File: src/rtl/core/gbm_pkg.sv
// ----------------------------------------------------------------------------
// gbm_pkg: shared definitions for the grid border marking block
// Sizes, cell codes, register indexes and the result item types.
// ----------------------------------------------------------------------------
`default_nettype none

package gbm_pkg;

   localparam int MAX_COLS   = 1024;
   localparam int MAX_ROWS   = 1024;
   localparam int MAX_RADIUS = 4;

   localparam int CFG_W     = 11;
   localparam int RAD_W     = 3;
   localparam int CSR_IDX_W = 2;
   localparam int VAL_W     = 2;

   localparam int COL_W = $clog2(MAX_COLS);
   localparam int ROW_W = $clog2(MAX_ROWS);

   localparam int STORE_DEPTH = MAX_RADIUS * MAX_COLS + MAX_RADIUS;
   localparam int STORE_AW    = $clog2(STORE_DEPTH);
   localparam int DEPTH_W     = CFG_W + RAD_W;

   localparam int RUN_CAP = 2 * MAX_RADIUS + 1;
   localparam int RUN_W   = $clog2(RUN_CAP + 1);
   localparam int WIN_W   = RUN_CAP;

   localparam int QDEPTH = 4;
   localparam int QAW    = $clog2(QDEPTH);
   localparam int QCNT_W = $clog2(QDEPTH + 1);

   localparam int REQ_DATA_W = ((VAL_W + 7) / 8) * 8;
   localparam int RSP_DATA_W = ((ROW_W + COL_W + VAL_W + 7) / 8) * 8;

   localparam logic [VAL_W-1:0] CELL_OPEN       = 2'd0;
   localparam logic [VAL_W-1:0] CELL_OBSTRUCTED = 2'd1;
   localparam logic [VAL_W-1:0] CELL_UNKNOWN    = 2'd2;
   localparam logic [VAL_W-1:0] CELL_BORDER     = 2'd3;

   localparam logic [CSR_IDX_W-1:0] CSR_GRID_COLUMNS  = 2'd0;
   localparam logic [CSR_IDX_W-1:0] CSR_GRID_ROWS     = 2'd1;
   localparam logic [CSR_IDX_W-1:0] CSR_BORDER_RADIUS = 2'd2;

   typedef struct packed {
      logic [ROW_W-1:0] row;
      logic [COL_W-1:0] col;
      logic [VAL_W-1:0] value;
   } result_type;

   typedef struct packed {
      result_type first;
      result_type second;
      logic       pair;
   } pair_type;

endpackage

`default_nettype wire

File: src/rtl/core/gbm_out_queue.sv
// ----------------------------------------------------------------------------
// gbm_out_queue: result queue
// Holds up to QDEPTH groups of one or two results and hands them out one
// item at a time, marking the last item of each group.
// ----------------------------------------------------------------------------
`default_nettype none

module gbm_out_queue (
   input  logic                        clock,
   input  logic                        reset,
   input  logic                        push_en,
   input  gbm_pkg::pair_type           push_data,
   input  logic                        rsp_tready,
   output logic                        rsp_tvalid,
   output gbm_pkg::result_type         rsp_result,
   output logic                        rsp_last,
   output logic [gbm_pkg::QCNT_W-1:0]  count
);
   import gbm_pkg::*;

   pair_type          entries_ff [QDEPTH];
   logic [QAW-1:0]    head_ff, head_in;
   logic [QAW-1:0]    tail_ff, tail_in;
   logic [QCNT_W-1:0] count_ff, count_in;
   logic              half_ff, half_in;
   pair_type          head;
   logic              pop_item;
   logic              pop_entry;

   assign head       = entries_ff[head_ff];
   assign rsp_tvalid = (count_ff != '0);
   assign rsp_result = half_ff ? head.second : head.first;
   assign rsp_last   = !head.pair || half_ff;
   assign count      = count_ff;

   assign pop_item  = rsp_tvalid && rsp_tready;
   assign pop_entry = pop_item && rsp_last;

   always_comb begin
      head_in  = head_ff;
      tail_in  = tail_ff;
      count_in = count_ff;
      half_in  = half_ff;
      if (push_en) begin
         tail_in = tail_ff + QAW'(1);
      end
      if (pop_entry) begin
         head_in = head_ff + QAW'(1);
         half_in = 1'b0;
      end else if (pop_item) begin
         half_in = 1'b1;
      end
      count_in = count_ff + QCNT_W'(push_en) - QCNT_W'(pop_entry);
   end

   always_ff @(posedge clock) begin
      if (push_en) begin
         entries_ff[tail_ff] <= push_data;
      end
   end

   always_ff @(posedge clock) begin
      if (reset) begin
         head_ff  <= '0;
         tail_ff  <= '0;
         count_ff <= '0;
         half_ff  <= 1'b0;
      end else begin
         head_ff  <= head_in;
         tail_ff  <= tail_in;
         count_ff <= count_in;
         half_ff  <= half_in;
      end
   end

endmodule

`default_nettype wire

File: config.mk
export PLATFORM = sky130hd
export DESIGN_NAME = gbm_out_queue
export DESIGN_NICKNAME = d
export VERILOG_FILES = /design/src/rtl/core/gbm_pkg.sv /design/src/rtl/core/gbm_out_queue.sv
export SDC_FILE = /design/constraint.sdc
export NUM_CORES = 1
export LEC_CHECK = 0
export ABC_AREA = 0
export BUFFER_PORTS_ARGS = -buffer_cell sky130_fd_sc_hd__buf_2
export CAP_MARGIN = 20
export CORE_AREA = 5 5 132 134
export DETAILED_ROUTE_END_ITERATION = 16
export DIE_AREA = 0 0 137 139
export PLACE_DENSITY = 0.63
export SLEW_MARGIN = 20
export SYNTH_ARGS = -nofsm -noshare
export SYNTH_HDL_FRONTEND = slang
export SYNTH_SLANG_ARGS = --single-unit
export TNS_END_PERCENT = 5
File: constraint.sdc
create_clock -name clock -period 5.6 [get_ports clock]
set_input_delay 1.12 -clock clock [delete_from_list [all_inputs] [get_ports clock]]
set_output_delay 1.12 -clock clock [all_outputs]
set_load 0.03 [all_outputs]
==> qor.csv <==
metric,value,unit
clk slew on worst S/H paths,0.07,ns
Final Max Tran Viols,0,
upper clock frequency limit,252,MHz
Slew @ Worst Pin,0.826,ns
WP data required,4.48,ns
NumNets Final,458,
# Post-CTS Setup Buffers,0,
drt pass-1 iters,4,
Netlist cell types,26,
sw frac,27.3,%
"commonest non-fill, non-tap cells in the layout","180 x edfxtp_1, 75 x buf_2, 45 x mux4_1, 26 x mux2_2, 17 x clkbuf_16",
initial antenna violation count,2,
net switching power,941,uW
Syn-to-layout area delta,15.3,%
worst-path fanout max,29,
DR top layer,met5,
sequential share of power,49.9,%
Placed Instance Area,8110,sq um
"FF+latch count, synth",190,
post-layout min period,3.97,ns
cells after synthesis,317,
Max IR drop VDD,0.000277,V
H-tree depth,4,
total die area,19000,sq um
Max Cap Viol,0,
relative slew slack,44.9,%
routability cong.,0.668,
setup TNS,0,ns
Clock power frac,31.6,%
Hold Crit Class,reg -> reg,
vias in the first global route,3607,
Boundary Pins,76,
DR WL met3,654,um
hpwl dp,7.67,mm
met2 routed WL,6.59,mm
Mapped Area,7500,sq um
# DRC,0,
Worst Path Arrival,2.85,ns
reg2reg path depth,7,
setup violators final,0,
hold_buf cts,0,
wire length on met1,5.32,mm
DR vias/cell,5.27,
clock sinks,190,
1st-iter DRT viols,150,
Overall Global Routing Usage,14.3,%
Port Buf Inserts,75,
hold worst-path end,tail_ff[1]$_SDFFE_PP0P_,
layout cells sized above 1,35.4,%
CP Capture Type,output port,
TritonCTS clock tree,done,
largest net degree at the start of global routing,48,
Power Density,398,nW/um^2
final hold vios,0,
clock root buffer,clkbuf_16,
first-pass GRT wire length,20.0,mm
post-synthesis sequential area ratio,74.7,%
syn_nets,373,
LEAKAGE,2.94,nW
Site Rows,47,
CTS Buf Count,17,
Max clock buf depth,2,
crit path kind,reg -> out,
vias,3349,
total core area,16200,sq um
Int Pwr,2.50,mW
Worst setup SP type,flip-flop,
Final Cell Area,8650,sq um
combinational share of power,18.4,%
total gr overflow,0,
hold depth,2,
"setup slack, reg-to-reg",2.91,ns
Die H,139,um
Hold Path Origin,tail_ff[1]$_SDFFE_PP0P_,
Clock Skew,0.00651,ns
PostCTS Resize Cnt,0,
warnings from Yosys,0,
Tcrit/Tclk final,70.8,%
drt total wl,12.8,mm
post-DR wirelength/cell,20.1,um
Fillers,1231,
Initial Utilization,46.4,%
status,"complete, no violations",
"commonest non-fill, non-tap cell in the layout",edfxtp_1,
multi-input combinational cell area,1790,sq um
Worst R2R End,count[1]$_SDFF_PP0_,
mean post-synth cell area,23.7,sq um
Final ANT Viol Nets,0,
Sequential Area,5610,sq um
Die X,137,um
worst skew pair latency,0.43,ns
RSZ-0062 raised after global routing,no,
power by group through the flow:
stage	clock network (mW)	registers [mW]	logic (mW)
finish	1.09	1.72	0.635
global route	1.18	1.73	0.680
CTS	1.11	1.73	0.648
detailed placement	0	1.76	0.646
global placement	0	1.75	0.638
floorplan	0	1.70	0.525
final cells by class:
type / count / share of cell area (%)
antenna: 1 / 0.0289
multi-input combinational: 107 / 20.7
inverter: 6 / 0.260
timing repair buffer: 80 / 4.77
tap: 220 / 3.18
sequential: 190 / 64.9
clock buffer: 17 / 4.92
clock inverter: 15 / 1.32
layer usage:
metal / global-route usage (%) / vias to the layer above
met5: 0 / -
met4: 5.36 / 2
met3: 4.79 / 18
met2: 23.8 / 61
met1: 17.3 / 1732
li1: - / 1536
how the worst max path moves through the flow:
stage,start,to,depth (start not counted)
4_1_cts,flip-flop,rsp_result[19],4
3_5_place_dp,flip-flop,rsp_result[19],4
6_report,flip-flop,rsp_result[19],4
5_1_grt,flip-flop,rsp_result[18],4
3_3_place_gp,flip-flop,rsp_result[19],4
2_1_floorplan,flip-flop,rsp_result[0],4
sequential cells by signal (all words and copies together) (netlist names), named ones only:
register / cells
count: 3
entries_ff: 180
half_ff: 1
head_ff: 2
tail_ff: 2
through the flow:
step / util, % / power [mW] / hold slack, ns / setup slack [ns] / cells
detailed placement: 50.2 / 2.40 / 0.551 / 2.00 / 603
global route: 53.5 / 3.59 / 0.622 / 1.44 / 636
finish: 53.5 / 3.44 / 0.567 / 1.63 / 636
CTS: 53.5 / 3.49 / 0.572 / 1.53 / 635
global placement: 50.1 / 2.39 / 0.542 / 2.02 / 603
floorplan: - / 2.23 / 0.514 / 2.97 / 317
cell families after synthesis:
group	count (synthesis)	share of synthesized area [%]
DFF	190	74.7
muxes	73	20.0
buffers and inverters	20	1.52
and+or+nand+nor	18	1.30
adders and majority gates	7	1.27
AOI/OAI and AO/OA	6	0.851
xor gates and xnor gates	3	0.350
cell usage after synthesis:
library cell  count  share of area (%)
a21oi_1           1              0.067
mux2_4            1               0.20
mux2_2           26                3.9
buf_6             5               0.75
clkbuf_1          7               0.35
nor2_1            6               0.30
nor2b_1           5               0.42
xnor2_1           3               0.35
mux2i_1           1               0.13
buf_1             1              0.050
o311ai_0          1               0.12
or3b_2            1               0.12
mux4_1           45                 16
fa_1              1               0.27
a221oi_1          1               0.12
dfxtp_1          10                2.7
edfxtp_1        180                 72
inv_1             6               0.30
buf_2             1              0.067
nand2_1           1              0.050
a221oi_4          1               0.35
or3_1             1              0.083
ha_1              6                1.0
o31ai_1           1               0.10
and2_1            4               0.33
a22oi_1           1               0.10
critical path, stage by stage (launching register included):
cell	delay [ns]
dfxtp_2	0.87
buf_4	0.45
mux4_1	0.62
mux2_2	0.29
buf_2	0.18
Note: power is estimated with default switching activity, not from simulation.
