<file path="config.mk">
export PLATFORM = sky130hd
export DESIGN_NAME = gbm_run_store
export DESIGN_NICKNAME = d
export VERILOG_FILES = /design/src/rtl/core/gbm_pkg.sv /design/src/rtl/core/gbm_run_store.sv
export SDC_FILE = /design/constraint.sdc
export NUM_CORES = 2
export LEC_CHECK = 0
export ABC_AREA = 1
export BUFFER_PORTS_ARGS = -buffer_cell sky130_fd_sc_hd__clkbuf_2
export CORE_ASPECT_RATIO = 0.8
export CORE_MARGIN = 8
export CORE_UTILIZATION = 53
export CTS_BUF_LIST = sky130_fd_sc_hd__clkbuf_8
export CTS_CLUSTER_DIAMETER = 30
export DETAILED_ROUTE_END_ITERATION = 7
export GPL_ROUTABILITY_DRIVEN = 0
export PLACE_DENSITY_LB_ADDON = 0.15
export SKIP_CTS_REPAIR_TIMING = 1
export SLEW_MARGIN = 10
export SYNTH_ARGS = -nofsm -noshare
export SYNTH_HDL_FRONTEND = slang
export SYNTH_SLANG_ARGS = --single-unit
</file>
<file path="constraint.sdc">
create_clock -name clock -period 2.15 [get_ports clock]
set_input_delay 0.215 -clock clock [delete_from_list [all_inputs] [get_ports clock]]
set_output_delay 0.215 -clock clock [all_outputs]
set_load 0.02 [all_outputs]
</file>
<file path="src/rtl/core/gbm_pkg.sv">
// ----------------------------------------------------------------------------
// gbm_pkg: shared definitions for the grid border marking block
// Sizes, cell codes, register indexes and the result item types.
// ----------------------------------------------------------------------------
`default_nettype none

package gbm_pkg;

   localparam int MAX_COLS   = 1024;
   localparam int MAX_ROWS   = 1024;
   localparam int MAX_RADIUS = 4;

   localparam int CFG_W     = 11;
   localparam int RAD_W     = 3;
   localparam int CSR_IDX_W = 2;
   localparam int VAL_W     = 2;

   localparam int COL_W = $clog2(MAX_COLS);
   localparam int ROW_W = $clog2(MAX_ROWS);

   localparam int STORE_DEPTH = MAX_RADIUS * MAX_COLS + MAX_RADIUS;
   localparam int STORE_AW    = $clog2(STORE_DEPTH);
   localparam int DEPTH_W     = CFG_W + RAD_W;

   localparam int RUN_CAP = 2 * MAX_RADIUS + 1;
   localparam int RUN_W   = $clog2(RUN_CAP + 1);
   localparam int WIN_W   = RUN_CAP;

   localparam int QDEPTH = 4;
   localparam int QAW    = $clog2(QDEPTH);
   localparam int QCNT_W = $clog2(QDEPTH + 1);

   localparam int REQ_DATA_W = ((VAL_W + 7) / 8) * 8;
   localparam int RSP_DATA_W = ((ROW_W + COL_W + VAL_W + 7) / 8) * 8;

   localparam logic [VAL_W-1:0] CELL_OPEN       = 2'd0;
   localparam logic [VAL_W-1:0] CELL_OBSTRUCTED = 2'd1;
   localparam logic [VAL_W-1:0] CELL_UNKNOWN    = 2'd2;
   localparam logic [VAL_W-1:0] CELL_BORDER     = 2'd3;

   localparam logic [CSR_IDX_W-1:0] CSR_GRID_COLUMNS  = 2'd0;
   localparam logic [CSR_IDX_W-1:0] CSR_GRID_ROWS     = 2'd1;
   localparam logic [CSR_IDX_W-1:0] CSR_BORDER_RADIUS = 2'd2;

   typedef struct packed {
      logic [ROW_W-1:0] row;
      logic [COL_W-1:0] col;
      logic [VAL_W-1:0] value;
   } result_type;

   typedef struct packed {
      result_type first;
      result_type second;
      logic       pair;
   } pair_type;

endpackage

`default_nettype wire

</file>
<file path="src/rtl/core/gbm_run_store.sv">
// ----------------------------------------------------------------------------
// gbm_run_store: per-column clear-run counts
// Synchronous memory with one read and one write port; forwards the value
// written at the same edge as a read of the same column.
// ----------------------------------------------------------------------------
`default_nettype none

module gbm_run_store (
   input  logic                        clock,
   input  logic                        reset,
   input  logic                        rd_en,
   input  logic [gbm_pkg::COL_W-1:0]   rd_addr,
   input  logic                        wr_en,
   input  logic [gbm_pkg::COL_W-1:0]   wr_addr,
   input  logic [gbm_pkg::RUN_W-1:0]   wr_data,
   output logic [gbm_pkg::RUN_W-1:0]   rd_data
);
   import gbm_pkg::*;

   logic [RUN_W-1:0] mem [MAX_COLS];
   logic [RUN_W-1:0] rdata_ff;
   logic [RUN_W-1:0] fwd_data_ff;
   logic             fwd_ff;
   logic             fwd_in;

   assign fwd_in = rd_en && wr_en && (rd_addr == wr_addr);

   always_ff @(posedge clock) begin
      if (wr_en) begin
         mem[wr_addr] <= wr_data;
      end
      if (rd_en) begin
         rdata_ff    <= mem[rd_addr];
         fwd_data_ff <= wr_data;
      end
   end

   always_ff @(posedge clock) begin
      if (reset) begin
         fwd_ff <= 1'b0;
      end else if (rd_en) begin
         fwd_ff <= fwd_in;
      end
   end

   assign rd_data = fwd_ff ? fwd_data_ff : rdata_ff;

endmodule

`default_nettype wire

</file>
==> metrics.md <==
| Metric | Value |
|---|---|
| WL final | between 500000 and 600000 µm |
| PD cells | about 860 mW/mm² |
| Area after DPL | between 0.15 and 0.2 mm² |
| Area grow syn2layout | 17.6% |
| GRT Overall Usage | 30.2% |
| Sequential share of the synthesized area | approximately 73% |
| Worst Tran Pin Value | around 0.76 ns |
| Detailed Place HPWL | about 330000 µm |
| Vias per inst | just under 6 |
| Fill cells | 24.3k |
| WHS | ~0.021 ns |
| Vias in the first global route | between 100k and 150k |
| Endpoints failing setup | 4 |
| Critical path type | register to primary output |
| Ratio of cells with drive above 1 in the final layout | 15.7% |
| Most frequent cell after synthesis | nand2_1 |
| Reg clk slew, reported paths | approximately 0.060 ns |
| Peak supply drop | between 0.0007 and 0.0008 V |
| CTS H-tree lvls | 6 |
| Yosys top cell by area | edfxtp_1 |
| EDFF count, synth | 4104 |
| Initial antenna violation count | 34 |
| DRC | 0 |
| Synth Instances | about 15k |
| Core Region | ~0.32 mm² |
| Iter 0 DRT Violations | ~17k |
| Post-synth top area share | 72.8% |
| Syn avg cell area | between 10 and 15 µm² |
| CP required | between 1.5 and 2 ns |
| Skew final | approximately 0.098 ns |
| Largest net degree at the start of global routing | 131 |
| Multiplexer share of the synthesized area | less than 1% |
| Xor/xnor share of the synthesized area | less than 1% |
| Synth area leaders | edfxtp_1, nand3_1, nand2_1 |
| Failing checks | negative setup slack |
| FMAX | 437 MHz |
| Met3 routed WL | 58900 µm |
| Worst setup SP type | register |
| DP Worst Slack | -1.17 ns |
| Placed cells | 19.2k |
| CP max-delay cell | dfxtp_4 |
| Synth Area in Adders | 0% |
| I/O pins | 32 |
| Drt first pass iters | 7 |
| DIE AREA | about 0.34 mm² |
| Ys Warns | 0 |
| RSZ-0062 raised after global routing | yes |
| Async S/R FF share, synth | 0% |
| Standard-cell rows | between 150 and 200 |
| Top Layer Used | met5 |
| Final Hold Viols | 0 |
| Gr ovfl total | 0 |
| Seq. cell area | 0.123 mm² |
| Min Tclk post-route | 2.29 ns |
| Hold Startpoint | wr_en |
| ANT nets after route | 0 |
| Final Slew Violations | 0 |
| Final core utilization | between 60% and 70% |
| WL/cell | between 20 and 30 µm |
| Initial Util | 53.3% |
| CTS Sinks | 4105 |
| CTS tree | yes |
| Final Cycle Share | 107% |
| CP peak stage delay | around 0.44 ns |
| Crit path max fanout | 5 |
| Clk Latency, worst-skew pair | roughly 1.1 ns |
| Die Y | approximately 520 µm |
| Reg2Reg Launch Point | mem[524][2]$_DFFE_PP_ |
| Count of cell types in the netlist | 26 |
| Final instance area | 0.199 mm² |
| IO Port Bufs | 31 |
| Synth Area in Simple Gates | a little under a quarter |
| Prevailing post-synth register cell | edfxtp_1 |
| Met1 wire length | about 210000 µm |
| Syn nets | 14.6k |
| Post-synth top cells | nand2_1, edfxtp_1, nand3_1, nor2_1, buf_2 |
| Max-cap violations | 0 |
| Status | complete, but fails checks |
| Worst-path cell chain | mux2_4 -> buf_6 |
| Worst Setup SP | fwd_ff$_SDFFE_PP0P_ |
| Mapped Area | 0.169 mm² |
| Largest family of logic cells by synthesized area | simple AND/OR/NAND/NOR gates |
| Vias | between 100k and 150k |
| Die Wd | about 650 µm |
| Leakage power | 72.2 nW |
| Final WS setup | -0.140 ns |
| Setup crit end kind | primary output |
| Fin cells | slightly above 20k |
| Hold Path Class | input port to register |
| CTS root buffer | clkbuf_8 |
| Synth Area in Compound Gates | less than 1% |
| WP data arrival | about 2.1 ns |
| CTS Buffer Depth | 4 |
| FF+latch count, synth | 4105 |
| Final Net Count | ~16k |
| CTS Buf Count | between 600 and 700 |
| First-pass GRT wire length | approximately 760000 µm |
| Detail Route met2 WL | ~230000 µm |
| Multi-input logic area | ~0.041 mm² |
| Relative slew margins | 49.7% |
## where the power goes
part	internal, W	total (W)	switching [W]	leakage [nW]
clock network	0.0386	0.0707	0.0321	7.61
registers	0.0881	0.0881	0.0000216	36.9
logic	0.00346	0.0117	0.00819	27.7
## layout by cell type (no fill, tap or decap), types with 92 or more instances in the layout
cell type and n:
buf_12 331, buf_4 1136, clkbuf_8 706, clkinv_1 125
clkinv_2 92, edfxtp_1 4104, inv_1 187, nand2_1 4157
nand3_1 4020, nor2_1 1041
## registers in the layout (all words and copies together) (netlist names)
register / count
mem: 4096
fwd_data_ff: 4
rdata_ff: 4
fwd_ff: 1
## layer usage
| metal | vias up | GRT usage, % |
|---|---|---|
| li1 | 54000 | - |
| met1 | 58800 | 41.7 |
| met2 | 7429 | 46.1 |
| met3 | 1188 | 6.91 |
| met4 | 16 | 13.0 |
| met5 | - | 0 |
## layout make-up
| cell class | instances | area share, % |
|---|---|---|
| Tap cell | 4207 | 2.64 |
| Timing Repair Buffer | 1511 | 7.81 |
| Clock inverter | 519 | 2.12 |
| Clock buffer | 706 | 4.88 |
| Sequential cell | 4105 | 61.9 |
| Multi-Input combinational cell | 9355 | 20.6 |
| Antenna cell | 12 | 0.0151 |
| Inverter | 45 | 0.117 |
## through the flow
| stage | power [W] | TNS, ns |
|---|---|---|
| global route | 0.175 | -0.722 |
| finish | 0.171 | -0.530 |
| floorplan | 0.0953 | 0 |
| CTS | 0.171 | -2.86 |
| global placement | 0.101 | -19.73 |
| detailed placement | 0.101 | -40.32 |
## kinds of logic (layout without fill, tap and decap cells)
kind of cell,Yosys count,in the layout
xor+xnor,2,2
mux,4,4
simple gates,9340,9340
other cells,0,12
flops,4105,4105
buf+inv,1147,2781
compound gates,9,9
## path summary, 6_finish.rpt
path                           endpoint  slack, ns  cells past startpoint
setup reg to reg  rdata_ff[2]$_DFFE_PP_       0.02                     12
setup / recovery             rd_data[2]      -0.14                      2
hold reg to reg     fwd_ff$_SDFFE_PP0P_       1.14                      3
hold / removal    mem[318][1]$_DFFE_PP_       0.02                      5
## worst max-delay path, delay by kind of cell (launching register included)
family                 cells  cell delay [ns]
buffers and inverters      1             0.16
flip-flops                 1             0.44
multiplexers               1             0.40
(Power assumes the default switching activity.)
